--- config.mk ---
export PLATFORM = sky130hd
export DESIGN_NAME = rms_envelope_follower_flat
export DESIGN_NICKNAME = d
export VERILOG_FILES = /design/src/rtl/rmsef_pkg.sv /design/src/rtl/rmsef_in_if.sv /design/src/rtl/rmsef_out_if.sv /design/src/rtl/rmsef_mul.sv /design/src/rtl/rmsef_isqrt.sv /design/src/rtl/rms_envelope_follower.sv /design/src/flat_wrapper.sv
export SDC_FILE = /design/constraint.sdc
export NUM_CORES = 2
export LEC_CHECK = 0
export BUFFER_PORTS_ARGS = -buffer_cell sky130_fd_sc_hd__buf_2
export CORE_ASPECT_RATIO = 0.75
export CORE_UTILIZATION = 25
export DETAILED_ROUTE_END_ITERATION = 12
export PLACE_DENSITY = 0.35
export SLEW_MARGIN = 20
export SYNTH_ARGS = -nofsm -noshare
export SYNTH_HDL_FRONTEND = slang
export SYNTH_HIERARCHICAL = 1
export SYNTH_SLANG_ARGS = --single-unit
--- constraint.sdc ---
create_clock -name clk -period 9.6 [get_ports clk]
set_clock_uncertainty 0.15 [all_clocks]
set_input_delay 0.48 -clock clk [delete_from_list [all_inputs] [get_ports clk]]
set_output_delay 0.48 -clock clk [all_outputs]
set_load 0.005 [all_outputs]
--- src/rtl/rmsef_pkg.sv ---
// ----------------------------------------------------------------------------
// rmsef_pkg
// Shared widths, constants and register map of the rms envelope follower.
// ----------------------------------------------------------------------------
package rmsef_pkg;

	// default sample width and coefficient fraction bits
	localparam int SAMPLE_WIDTH    = 16;
	localparam int COEFF_FRAC_BITS = 16;

	// mean square: 48 bits with 16 fraction bits
	localparam int MS_W    = 48;
	localparam int MS_FRAC = 16;
	localparam int IPART_W = MS_W - MS_FRAC;

	// shared multiplier operand width, product is twice that
	localparam int MUL_W  = 24;
	localparam int PROD_W = 2 * MUL_W;

	// square root result
	localparam int ROOT_W = 16;
	localparam int LEVEL_W = 16;

	// configuration port
	localparam int PADDR_W = 3;
	localparam int PDATA_W = 32;
	localparam int COEFF_W = 16;
	localparam logic [COEFF_W-1:0] COEFF_RESET = 16'd15;

	// register indexes
	typedef enum logic {
		REG_COEFF = 1'b0,
		REG_NONE  = 1'b1
	} reg_idx_t;

endpackage

--- src/rtl/rmsef_in_if.sv ---
// ----------------------------------------------------------------------------
// rmsef_in_if
// Sample channel: one signed sample and a block start flag per beat.
// ----------------------------------------------------------------------------
interface rmsef_in_if #(
	parameter int SAMPLE_WIDTH = rmsef_pkg::SAMPLE_WIDTH
) ();
	logic                           valid;
	logic                           ready;
	logic signed [SAMPLE_WIDTH-1:0] sample;
	logic                           block_start;

	modport source (output valid, sample, block_start, input ready);
	modport sink   (input valid, sample, block_start, output ready);
endinterface

--- src/rtl/rmsef_out_if.sv ---
// ----------------------------------------------------------------------------
// rmsef_out_if
// Level channel: one rms level per beat.
// ----------------------------------------------------------------------------
interface rmsef_out_if ();
	logic                               valid;
	logic                               ready;
	logic [rmsef_pkg::LEVEL_W-1:0]      rms_level;

	modport source (output valid, rms_level, input ready);
	modport sink   (input valid, rms_level, output ready);
endinterface

--- src/rtl/rmsef_mul.sv ---
// ----------------------------------------------------------------------------
// rmsef_mul
// Shared unsigned multiplier with a registered product.
// ----------------------------------------------------------------------------
module rmsef_mul (
	input  logic                           clk,
	input  logic [rmsef_pkg::MUL_W-1:0]    op_a,
	input  logic [rmsef_pkg::MUL_W-1:0]    op_b,
	output logic [rmsef_pkg::PROD_W-1:0]   prod_q
);

	always_ff @(posedge clk) begin
		prod_q <= rmsef_pkg::PROD_W'(op_a) * rmsef_pkg::PROD_W'(op_b);
	end

endmodule

--- src/rtl/rmsef_isqrt.sv ---
// ----------------------------------------------------------------------------
// rmsef_isqrt
// Floor square root, one result bit per cycle over two radicand bits.
// ----------------------------------------------------------------------------
module rmsef_isqrt (
	input  logic                             clk,
	input  logic                             arst_n,
	input  logic                             start,
	input  logic [rmsef_pkg::IPART_W-1:0]    radicand,
	output logic                             done_q,
	output logic [rmsef_pkg::ROOT_W-1:0]     root_q
);

	localparam int ROOT_W = rmsef_pkg::ROOT_W;
	localparam int REM_W  = ROOT_W + 2;
	localparam int RAD_W  = rmsef_pkg::IPART_W;
	localparam int CNT_W  = $clog2(ROOT_W);

	logic [RAD_W-1:0] rad_q;
	logic [REM_W-1:0] rem_q;
	logic [CNT_W-1:0] cnt_q;
	logic             busy_q;
	logic [REM_W-1:0] rem_sh;
	logic [REM_W-1:0] trial;
	logic             fits;

	always_comb begin
		rem_sh = {rem_q[ROOT_W-1:0], rad_q[RAD_W-1 -: 2]};
		trial  = {root_q, 2'b01};
		fits   = rem_sh >= trial;
	end

	always_ff @(posedge clk or negedge arst_n) begin
		if (!arst_n) begin
			busy_q <= 1'b0;
			done_q <= 1'b0;
			cnt_q  <= '0;
		end else begin
			done_q <= 1'b0;
			if (start) begin
				busy_q <= 1'b1;
				cnt_q  <= '0;
			end else if (busy_q) begin
				cnt_q <= cnt_q + 1'b1;
				if (cnt_q == CNT_W'(ROOT_W - 1)) begin
					busy_q <= 1'b0;
					done_q <= 1'b1;
				end
			end
		end
	end

	always_ff @(posedge clk) begin
		if (start) begin
			rad_q  <= radicand;
			rem_q  <= '0;
			root_q <= '0;
		end else if (busy_q) begin
			rad_q  <= {rad_q[RAD_W-3:0], 2'b00};
			rem_q  <= fits ? (rem_sh - trial) : rem_sh;
			root_q <= {root_q[ROOT_W-2:0], fits};
		end
	end

endmodule

--- src/rtl/rms_envelope_follower.sv ---
// ----------------------------------------------------------------------------
// rms_envelope_follower
// One-pole mean-square smoother with an iterative floor square root.
// A new sample is taken only in the idle state, once the previous level
// has been loaded into the result register; each sample makes three passes
// through the shared multiplier, the wide add stages and the 16-step root loop.
// Reset clears the mean square to zero and sets the coefficient to 15.
// ----------------------------------------------------------------------------
module rms_envelope_follower #(
	parameter int SAMPLE_WIDTH    = rmsef_pkg::SAMPLE_WIDTH,
	parameter int COEFF_FRAC_BITS = rmsef_pkg::COEFF_FRAC_BITS
) (
	input  logic                            clk,
	input  logic                            arst_n,
	rmsef_in_if.sink                        samples,
	rmsef_out_if.source                     levels,
	input  logic                            psel,
	input  logic                            penable,
	input  logic                            pwrite,
	input  logic [rmsef_pkg::PADDR_W-1:0]   paddr,
	input  logic [rmsef_pkg::PDATA_W-1:0]   pwdata,
	output logic [rmsef_pkg::PDATA_W-1:0]   prdata,
	output logic                            pready
);

	localparam int MS_W     = rmsef_pkg::MS_W;
	localparam int MS_FRAC  = rmsef_pkg::MS_FRAC;
	localparam int MUL_W    = rmsef_pkg::MUL_W;
	localparam int PROD_W   = rmsef_pkg::PROD_W;
	localparam int COEFF_W  = rmsef_pkg::COEFF_W;
	localparam int HI_SHIFT = MUL_W - COEFF_FRAC_BITS;
	localparam logic [MUL_W-1:0]  COEFF_MAX  = MUL_W'((1 << COEFF_FRAC_BITS) - 1);
	localparam logic [PROD_W-1:0] FRAC_MASK  = PROD_W'((1 << COEFF_FRAC_BITS) - 1);
	localparam logic [MS_W-1:0]   MS_MAX     = '1;

	typedef enum logic [3:0] {
		ST_IDLE,
		ST_SQ,
		ST_TGT,
		ST_DIFF,
		ST_MHI,
		ST_MLO,
		ST_STEP,
		ST_UPD,
		ST_RGO,
		ST_RWAIT,
		ST_OUT
	} state_t;

	state_t                    state_q;
	logic [COEFF_W-1:0]        coeff_q;
	logic [MS_W-1:0]           ms_q;
	logic                      out_valid_q;
	logic [rmsef_pkg::LEVEL_W-1:0] rms_q;

	logic [SAMPLE_WIDTH-1:0]   raw_q;
	logic [MS_W-1:0]           target_q;
	logic [MS_W-1:0]           dmag_q;
	logic                      up_q;
	logic [PROD_W-1:0]         hi_q;
	logic [MS_W:0]             step_q;

	logic [SAMPLE_WIDTH-1:0]   mag;
	logic [MUL_W-1:0]          coeff_ext;
	logic [MUL_W-1:0]          coeff_sat;
	logic [MUL_W-1:0]          op_a;
	logic [MUL_W-1:0]          op_b;
	logic [PROD_W-1:0]         prod_q;
	logic [MS_W:0]             t_minus_m;
	logic [MS_W-1:0]           step_sum;
	logic                      inexact;
	logic [MS_W:0]             ms_add;
	logic [MS_W+1:0]           ms_sub;
	logic [MS_W-1:0]           ms_next;
	logic                      sq_start;
	logic                      sq_done;
	logic [rmsef_pkg::ROOT_W-1:0] root;
	logic                      load_out;
	logic                      cfg_wr;
	rmsef_pkg::reg_idx_t       cfg_idx;

	// configuration port
	assign pready  = 1'b1;
	assign cfg_idx = rmsef_pkg::reg_idx_t'(paddr[2]);
	assign cfg_wr  = psel && penable && pwrite && (cfg_idx == rmsef_pkg::REG_COEFF);

	always_comb begin
		case (cfg_idx)
			rmsef_pkg::REG_COEFF: prdata = rmsef_pkg::PDATA_W'(coeff_q);
			default:              prdata = '0;
		endcase
	end

	assign samples.ready   = (state_q == ST_IDLE);
	assign levels.valid     = out_valid_q;
	assign levels.rms_level = rms_q;

	// result register free, or emptied on this beat
	assign load_out = (state_q == ST_OUT) && (!out_valid_q || levels.ready);

	// magnitude of the sample, the most negative code maps onto itself
	always_comb begin
		mag       = raw_q[SAMPLE_WIDTH-1] ? (~raw_q + 1'b1) : raw_q;
		coeff_ext = MUL_W'(coeff_q);
		coeff_sat = (coeff_ext > COEFF_MAX) ? COEFF_MAX : coeff_ext;
	end

	// operand select for the shared multiplier
	always_comb begin
		case (state_q)
			ST_SQ: begin
				op_a = MUL_W'(mag);
				op_b = MUL_W'(mag);
			end
			ST_MHI: begin
				op_a = dmag_q[MS_W-1:MUL_W];
				op_b = coeff_sat;
			end
			ST_MLO: begin
				op_a = dmag_q[MUL_W-1:0];
				op_b = coeff_sat;
			end
			default: begin
				op_a = '0;
				op_b = '0;
			end
		endcase
	end

	rmsef_mul u_mul (
		.clk    (clk),
		.op_a   (op_a),
		.op_b   (op_b),
		.prod_q (prod_q)
	);

	always_comb begin
		t_minus_m = {1'b0, target_q} - {1'b0, ms_q};
		// floor(dmag * c / 2^F) from the high and low partial products
		step_sum  = MS_W'(hi_q << HI_SHIFT) + MS_W'(prod_q >> COEFF_FRAC_BITS);
		inexact   = (prod_q & FRAC_MASK) != '0;
		ms_add    = {1'b0, ms_q} + step_q;
		ms_sub    = {2'b00, ms_q} - {1'b0, step_q};
		if (up_q) begin
			ms_next = ms_add[MS_W] ? MS_MAX : ms_add[MS_W-1:0];
		end else begin
			ms_next = ms_sub[MS_W+1] ? '0 : ms_sub[MS_W-1:0];
		end
	end

	assign sq_start = (state_q == ST_RGO);

	rmsef_isqrt u_isqrt (
		.clk      (clk),
		.arst_n   (arst_n),
		.start    (sq_start),
		.radicand (ms_q[MS_W-1:MS_FRAC]),
		.done_q   (sq_done),
		.root_q   (root)
	);

	always_ff @(posedge clk or negedge arst_n) begin
		if (!arst_n) begin
			state_q     <= ST_IDLE;
			coeff_q     <= rmsef_pkg::COEFF_RESET;
			ms_q        <= '0;
			out_valid_q <= 1'b0;
			rms_q       <= '0;
		end else begin
			if (cfg_wr) begin
				coeff_q <= pwdata[COEFF_W-1:0];
			end
			if (load_out) begin
				out_valid_q <= 1'b1;
			end else if (levels.valid && levels.ready) begin
				out_valid_q <= 1'b0;
			end
			case (state_q)
				ST_IDLE: begin
					if (samples.valid) begin
						if (samples.block_start) begin
							ms_q <= '0;
						end
						state_q <= ST_SQ;
					end
				end
				ST_SQ:    state_q <= ST_TGT;
				ST_TGT:   state_q <= ST_DIFF;
				ST_DIFF:  state_q <= ST_MHI;
				ST_MHI:   state_q <= ST_MLO;
				ST_MLO:   state_q <= ST_STEP;
				ST_STEP:  state_q <= ST_UPD;
				ST_UPD: begin
					ms_q    <= ms_next;
					state_q <= ST_RGO;
				end
				ST_RGO:   state_q <= ST_RWAIT;
				ST_RWAIT: begin
					if (sq_done) begin
						state_q <= ST_OUT;
					end
				end
				ST_OUT: begin
					if (load_out) begin
						rms_q   <= root;
						state_q <= ST_IDLE;
					end
				end
				default:  state_q <= ST_IDLE;
			endcase
		end
	end

	// datapath registers
	always_ff @(posedge clk) begin
		case (state_q)
			ST_IDLE: begin
				raw_q <= samples.sample;
			end
			ST_TGT: begin
				// square saturates once it no longer fits the integer part
				target_q <= (prod_q[PROD_W-1:MS_W-MS_FRAC] != '0) ? MS_MAX :
					{prod_q[MS_W-MS_FRAC-1:0], {MS_FRAC{1'b0}}};
			end
			ST_DIFF: begin
				up_q   <= !t_minus_m[MS_W];
				dmag_q <= t_minus_m[MS_W] ? (ms_q - target_q) : t_minus_m[MS_W-1:0];
			end
			ST_MLO: begin
				hi_q <= prod_q;
			end
			ST_STEP: begin
				// falling mean rounds toward minus infinity
				step_q <= {1'b0, step_sum} + (MS_W + 1)'(!up_q && inexact);
			end
			default: begin
			end
		endcase
	end

endmodule
--- src/flat_wrapper.sv ---
// flat-port wrapper written by rule: the top's interface ports become plain ports
module rms_envelope_follower_flat 
#(
	parameter int SAMPLE_WIDTH    = rmsef_pkg::SAMPLE_WIDTH,
	parameter int COEFF_FRAC_BITS = rmsef_pkg::COEFF_FRAC_BITS
)
  (clk, arst_n, psel, penable, pwrite, paddr, pwdata, prdata, pready, samples_valid, samples_sample, samples_block_start, samples_ready, levels_valid, levels_rms_level, levels_ready);
  rmsef_in_if #(.SAMPLE_WIDTH(SAMPLE_WIDTH)) samples_i ();
  rmsef_out_if levels_i ();
  input  logic clk;
  input  logic arst_n;
  input  logic psel;
  input  logic penable;
  input  logic pwrite;
  input  logic [rmsef_pkg::PADDR_W-1:0] paddr;
  input  logic [rmsef_pkg::PDATA_W-1:0] pwdata;
  output logic [rmsef_pkg::PDATA_W-1:0] prdata;
  output logic pready;
  input wire logic [$bits(samples_i.valid)-1:0] samples_valid;
  input wire logic [$bits(samples_i.sample)-1:0] samples_sample;
  input wire logic [$bits(samples_i.block_start)-1:0] samples_block_start;
  output wire logic [$bits(samples_i.ready)-1:0] samples_ready;
  output wire logic [$bits(levels_i.valid)-1:0] levels_valid;
  output wire logic [$bits(levels_i.rms_level)-1:0] levels_rms_level;
  input wire logic [$bits(levels_i.ready)-1:0] levels_ready;
  assign samples_i.valid = samples_valid;
  assign samples_i.sample = samples_sample;
  assign samples_i.block_start = samples_block_start;
  assign samples_ready = samples_i.ready;
  assign levels_valid = levels_i.valid;
  assign levels_rms_level = levels_i.rms_level;
  assign levels_i.ready = levels_ready;
  rms_envelope_follower #(.SAMPLE_WIDTH(SAMPLE_WIDTH), .COEFF_FRAC_BITS(COEFF_FRAC_BITS)) u_core (.clk(clk), .arst_n(arst_n), .samples(samples_i), .levels(levels_i), .psel(psel), .penable(penable), .pwrite(pwrite), .paddr(paddr), .pwdata(pwdata), .prdata(prdata), .pready(pready));
endmodule
# Word-level counts from Yosys, hierarchy flattened
# Index checks and enable logic that the tools add are counted.
[word_totals]
reg_bits = 397
latch_bits = 0
ram_bits = 0
mem_bits_ro = 0
inputBits = 59
output_inout_bits = 51
elab_cells = 96
memories = 0
[classes]
addsub = 9
mul = 1
div = 0
magnitude_cmp = 1
n_eq_ne = 15
shifts = 0
muxes = 29
bitwise = 2
n_reduce_logical = 20
[ops]
columns = ["cell", "n"]
rows = [
  ["48-bit 2-to-1 mux", 6],
  ["48-bit case mux with 2 select lines", 1],
  ["24-bit case mux with 3 select lines", 1],
  ["16-bit 2-to-1 mux", 4],
  ["32-bit 2-to-1 mux", 2],
  ["48-bit by 49-bit subtractor with 50-bit output", 1],
  ["48-bit by 1-bit adder with 49-bit output", 1],
  ["48-bit by 49-bit adder with 49-bit output", 1],
  ["48-bit by 48-bit subtractor with 49-bit output", 1],
  ["48-bit by 24-bit adder with 48-bit output", 1],
  ["48-bit nonzero test", 1],
  ["48-bit subtractor", 1],
  ["4-bit case mux with 11 select lines", 1],
  ["24-bit by 16-bit multiplier with 40-bit output", 1],
  ["16-bit case mux with 2 select lines", 1],
  ["4-bit 2-to-1 mux", 5],
  ["18-bit greater-or-equal comparator", 1],
  ["16-bit by 1-bit adder with 16-bit output (second input constant)", 1],
  ["4-bit by 3-bit == test with 1-bit output (second input constant)", 4],
  ["4-bit == test (second input constant)", 4],
  ["16-bit inverter", 1],
  ["16-bit nonzero test", 1],
  ["16-bit subtractor", 1],
  ["4-bit by 2-bit == test with 1-bit output (second input constant)", 2],
  ["14 further kinds", 33],
]

# Logic depth before layout (Yosys ltp)
[logic_depth]
ltp_word = 5
depth_mapped = 35

# Modules after synthesis
# Netlist, hierarchy kept.
[by_module_without_submodules]
columns = ["mod", "n_inst", "cells_per_inst", "area_per_inst_um2", "seq_area_each_um2"]
rows = [
  ["rms_envelope_follower", 1, 2782, 23870.4, 7747.4],
  ["rmsef_mul", 1, 2241, 20056.7, 960.9],
  ["rmsef_isqrt", 1, 348, 3798.6, 1751.7],
]

# Worst setup path before layout
# No wires, ideal clock.
[synth_path]
path_kind = "register -> register"
from = "register u_core.state_q[3]"
to = "register u_core/u_mul/prod_q[41] (netlist name)"
arrival_time_ns = 8.324
required_ns = 9.325
path_slack_ns = 1.002
path_stages_with_launch = 30
cell_sequence = "dfrtp_1 -> nand2b_1 -> nor2_1 -> clkbuf_1 -> a22oi_1 -> nand2_1 -> clkbuf_1 -> nand2_1 -> fa_1 -> inv_1 -> fa_1 -> inv_1 -> fa_1 -> inv_1 -> fa_1 -> inv_1 -> fa_1 -> inv_1 -> fa_1 -> inv_1 -> fa_1 -> inv_1 -> ha_1 -> a21oi_1 -> o21a_1 -> a31oi_1 -> o31ai_2 -> o21ai_1 -> a221oi_1 -> xnor2_1"
[synth_lines]
columns = ["element", "line", "rtl"]
rows = [
  ["from (decl)", "rms_envelope_follower.sv:50", "state_t state_q;"],
  ["from (signal assigned)", "rms_envelope_follower.sv:164", "state_q <= ST_IDLE;"],
  ["from (signal assigned)", "rms_envelope_follower.sv:184", "state_q <= ST_SQ;"],
  ["from (signal assigned)", "rms_envelope_follower.sv:187", "ST_SQ: state_q <= ST_TGT;"],
]

# Worst setup path after layout
[layout_path]
from = "register u_core.raw_q[1]"
to = "register u_core/u_mul/prod_q[37] (netlist name)"
[layout_via]
elab_chain_cells = 5
[layout_rtl]
columns = ["element", "line", "rtl"]
rows = [
  ["from (decl)", "rms_envelope_follower.sv:56", "logic [SAMPLE_WIDTH-1:0] raw_q;"],
  ["from (signal assigned)", "rms_envelope_follower.sv:218", "raw_q <= samples.sample;"],
  ["16-bit inverter", "rms_envelope_follower.sv:103", "mag = raw_q[SAMPLE_WIDTH-1] ? (~raw_q + 1'b1) : raw_q;"],
  ["16-bit by 1-bit adder with 16-bit output", "rms_envelope_follower.sv:103", ""],
  ["16-bit 2-to-1 mux", "rms_envelope_follower.sv:103", ""],
  ["24-bit case mux with 3 select lines", "rms_envelope_follower.sv:110", "case (state_q)"],
  ["via u_core.op_a[14]", "rms_envelope_follower.sv:66", "logic [MUL_W-1:0] op_a;"],
  ["24-bit by 16-bit multiplier with 40-bit output", "rmsef_mul.sv:13", "prod_q <= rmsef_pkg::PROD_W'(op_a) * rmsef_pkg::PROD_W'(op_b);"],
  ["to (signal assigned)", "rmsef_mul.sv:13", ""],
  ["to (decl)", "rmsef_mul.sv:9", "output logic [rmsef_pkg::PROD_W-1:0] prod_q"],
]
# The timed path passes the listed nets, and every way through them passes these cells.
# A chain may end at the register's enable or synchronous reset.

==> out/qor.csv <==
metric,value,unit
run status,"finished, final reports clean",
signal arrival time at the worst endpoint,9.50,ns
grt total ovfl,0,
number of filler instances in the final layout,20300,
Root Buffer,sky130_fd_sc_hd__clkbuf_16,
met3 demand-to-capacity share in global routing,1.86,%
maximum number of pins on one net before global-route repair,51,
Placer Congestion,0.857,
number of synthesized flops with an enable pin,219,
Critical Path End Type,register,
count of unique library cells instantiated by Yosys,108,
number of buffers between clock root and the deepest sink,3,
Final HPWL DP,143000,um
Setup WS pre-CTS,0.414,ns
area fraction of the dominant cell type after synthesis,20.4,%
die area,0.193,mm2
number of max-slew violations in the final report,0,
min setup slack post-route,0.455,ns
final worst path period need,9.15,ns
average wire per cell in the routed design,21.9,um
placement row count,138,
total count of hold-check failures in the final report,0,
via count of the first global-routing pass,37800,
clock sink count,390,
overall via count from detail_route,38400,
iteration count of the initial detailed-routing pass,5,
sum of routed wire length over all layers,175000,um
dominant cells by area after synthesis,"sky130_fd_sc_hd__fa_1 (20%), sky130_fd_sc_hd__edfxtp_1 (14%), sky130_fd_sc_hd__ha_1 (11%), sky130_fd_sc_hd__inv_1 (6.1%), sky130_fd_sc_hd__dfrtp_1 (4.6%)",
worst flop-to-flop path startpoint,u_core/raw_q[1],
Worst Hold Launch,levels_ready,
nature of the critical path startpoint,register,
vias per std cell,4.79,
total routing resource utilization after global routing,18.0,%
Post-layout nets,6394,
post-route clock period utilization,95.3,%
y dimension of the die,380,um
initial antenna violation count,26,
busiest metal layer after global routing,met1,
TritonCTS Buffers,49,
endpoint of the worst hold-timing path,u_core/levels.valid,
clock tree from TritonCTS,done,
Peak Freq,109,MHz
boundary pin count,110,
"Reg clk slew, reported paths",0.06,ns
layout cells sized above 1,8.14,%
Tightest Hold Check Type,input port to register,
Synth Cell Area,0.0477,mm2
measured slew at the worst slew-check pin,1.12,ns
area of the core region,0.189,mm2
initial standard-cell utilization of the core,25.2,%
Setup Total Neg Slack,0,ns
CTS H-tree depth,2,
FF-to-FF End,u_core/u_mul/prod_q[37],
RSZ-0062 raised after global routing,false,
data required time of the critical path,9.95,ns
Worst Setup SP,u_core/raw_q[1],
setup-violating endpoint count in the final report,0,
cell depth of the worst hold path,3,
mean cell area of the mapped netlist,8.89,um2
flip-flop and latch count after synthesis,390,
area growth from synthesis to layout,11.9,%
Setup Crit Path Kind,register to register,
die extent in x,507,um
R2R cell count,32,
slack of the worst reg-to-reg path,0.45,ns
most instantiated cells after synthesis,"sky130_fd_sc_hd__inv_1 (777), sky130_fd_sc_hd__nand2_1 (566), sky130_fd_sc_hd__fa_1 (487), sky130_fd_sc_hd__ha_1 (411), sky130_fd_sc_hd__and2_1 (315)",
Min Hold Slack,0.131,ns
design area,0.0534,mm2
number of violations of the max-capacitance limit,0,
Synthesis Warnings,6,
most used standard cell by instance count after synthesis,sky130_fd_sc_hd__inv_1,
library cell occupying the most area in the post-synthesis netlist,sky130_fd_sc_hd__fa_1,
number of antenna-violating nets in the routed design,0,
PortBufs,74,
Worst path slowest cell,sky130_fd_sc_hd__fa_1,
Worst-Skew Late Latency,0.66,ns
stage delay of the slowest cell on the critical path,0.54,ns
Slew HR,24.8,%
fraction of the yosys area taken by sequential cells,21.9,%
top flip-flop cell by instance count after synthesis,sky130_fd_sc_hd__edfxtp_1,
Area after DPL,0.0513,mm2
final routed DRC violation total,0,
DRC marker count from the first detailed-route iteration,2876,
gate count of the mapped netlist,5371,
setup repair bufs after CTS,0,
share of flip-flops with an asynchronous set or reset after synthesis,23.3,%
met2 Usage GRT,25.2,%
Worst Path Max Fanout,10,
most frequent cell on the critical path,sky130_fd_sc_hd__fa_1,
global-route wire length before repair,261000,um
met1 demand-to-capacity share in global routing,29.4,%
per-stage QoR:
stage	cells	utilization (%)
floorplan	5434	-
global placement	7872	27.1
CTS	7997	28.2
detailed placement	7872	27.1
finish	8001	28.3
global route	7998	28.3
placed cells by master (no fill, tap or decap), types with 20 or more instances in the layout:
master	n
sky130_fd_sc_hd__o21ai_1	20
sky130_fd_sc_hd__nand4_1	48
sky130_fd_sc_hd__edfxtp_1	219
sky130_fd_sc_hd__o21a_1	37
sky130_fd_sc_hd__o21bai_1	66
sky130_fd_sc_hd__nor4_1	35
sky130_fd_sc_hd__xnor2_1	178
sky130_fd_sc_hd__o211ai_1	31
sky130_fd_sc_hd__mux2i_1	38
sky130_fd_sc_hd__fa_1	487
sky130_fd_sc_hd__a31oi_1	41
sky130_fd_sc_hd__dlygate4sd3_1	33
sky130_fd_sc_hd__a211oi_1	27
sky130_fd_sc_hd__and3_1	34
sky130_fd_sc_hd__nand3_1	72
sky130_fd_sc_hd__clkbuf_16	51
sky130_fd_sc_hd__nor2b_1	42
sky130_fd_sc_hd__buf_2	73
sky130_fd_sc_hd__inv_1	777
sky130_fd_sc_hd__o31ai_1	39
sky130_fd_sc_hd__a21oi_1	308
sky130_fd_sc_hd__and2_1	315
sky130_fd_sc_hd__dfxtp_1	80
sky130_fd_sc_hd__nor2_1	250
sky130_fd_sc_hd__o221ai_1	25
sky130_fd_sc_hd__dfrtp_1	86
sky130_fd_sc_hd__conb_1	65
sky130_fd_sc_hd__buf_4	124
sky130_fd_sc_hd__or2_2	41
sky130_fd_sc_hd__nand2b_1	26
sky130_fd_sc_hd__nand2_1	566
sky130_fd_sc_hd__nor3_1	64
sky130_fd_sc_hd__xor2_1	83
sky130_fd_sc_hd__a21o_1	103
sky130_fd_sc_hd__o21ai_0	180
sky130_fd_sc_hd__mux2_2	64
sky130_fd_sc_hd__ha_1	411
registers in the layout, indices dropped and copies added, names as in the netlist:
name,count
u_core/hi_q,40
u_core/step_q,49
u_core/state_q,4
u_core/target_q,33
u_core/up_q,1
u_core/raw_q,16
u_core/levels.rms_level,16
u_core/u_isqrt/done_q,1
u_core/u_isqrt/rad_q,32
u_core/ms_q,48
u_core/u_isqrt/root_q,16
u_core/levels.valid,1
u_core/u_mul/prod_q,48
u_core/dmag_q,48
u_core/u_isqrt/busy_q,1
u_core/u_isqrt/cnt_q,4
u_core/u_isqrt/rem_q,16
u_core/coeff_q,16
worst max path at each step:
stage                              endpoint  slack, ns  cells past startpoint
finish              u_core/u_mul/prod_q[37]       0.45                     32
global route        u_core/u_mul/prod_q[37]       0.03                     32
CTS                 u_core/u_mul/prod_q[41]       0.35                     31
detailed placement  u_core/u_mul/prod_q[39]       0.41                     29
global placement    u_core/u_mul/prod_q[40]       0.45                     30
floorplan           u_core/u_mul/prod_q[41]       1.00                     29
per-layer routing:
| metal | part of all wire, % | wire [um] |
|---|---|---|
| met2 | 40 | 70300 |
| met3 | 4.7 | 8180 |
| met5 | 0 | 0 |
| met1 | 54 | 94300 |
| met4 | 1.3 | 2220 |
area by class of cell:
type	instances	area (um2)	share of cell area, %
antenna	3	7.51	0.0141
multi-input combinational	3980	33500	62.7
timing repair buffer	231	1640	3.07
clock buffer	65	1360	2.54
tap	2520	3150	5.90
inverter	785	2950	5.52
clock inverter	27	367	0.686
sequential	390	10500	19.6
kinds of logic after synthesis:
logic type	after synthesis	synth area share [%]
muxes	103	2.34
adders and majority gates	898	31.2
xor gates and xnor gates	261	4.79
buffers and inverters	1064	8.58
AOI/OAI and AO/OA	1079	14.9
DFF	390	21.9
and+or+nand+nor	1574	16.3
other	2	0.0157
worst max-delay path, delay by kind of cell (launching register included):
family | cells | cell delay, ns
buffers and inverters | 9 | 1.02
XOR/XNOR | 2 | 0.22
flip-flops | 1 | 0.49
AO/OA/AOI/OAI | 6 | 1.37
AND/OR/NAND/NOR | 6 | 1.62
adder cells (fa/ha/maj) | 9 | 4.13
repair_timing:
| action | CTS | global route |
|---|---|---|
| hold endpoints to repair | 71 | 0 |
| resized for setup | 0 | 9 |
| hold buffers | 33 | 0 |
| endpoints found under the setup margin | 0 | 5 |
Power is not shown: default switching activity piles up to over one toggle a cycle in this logic, so the estimate is an artifact.
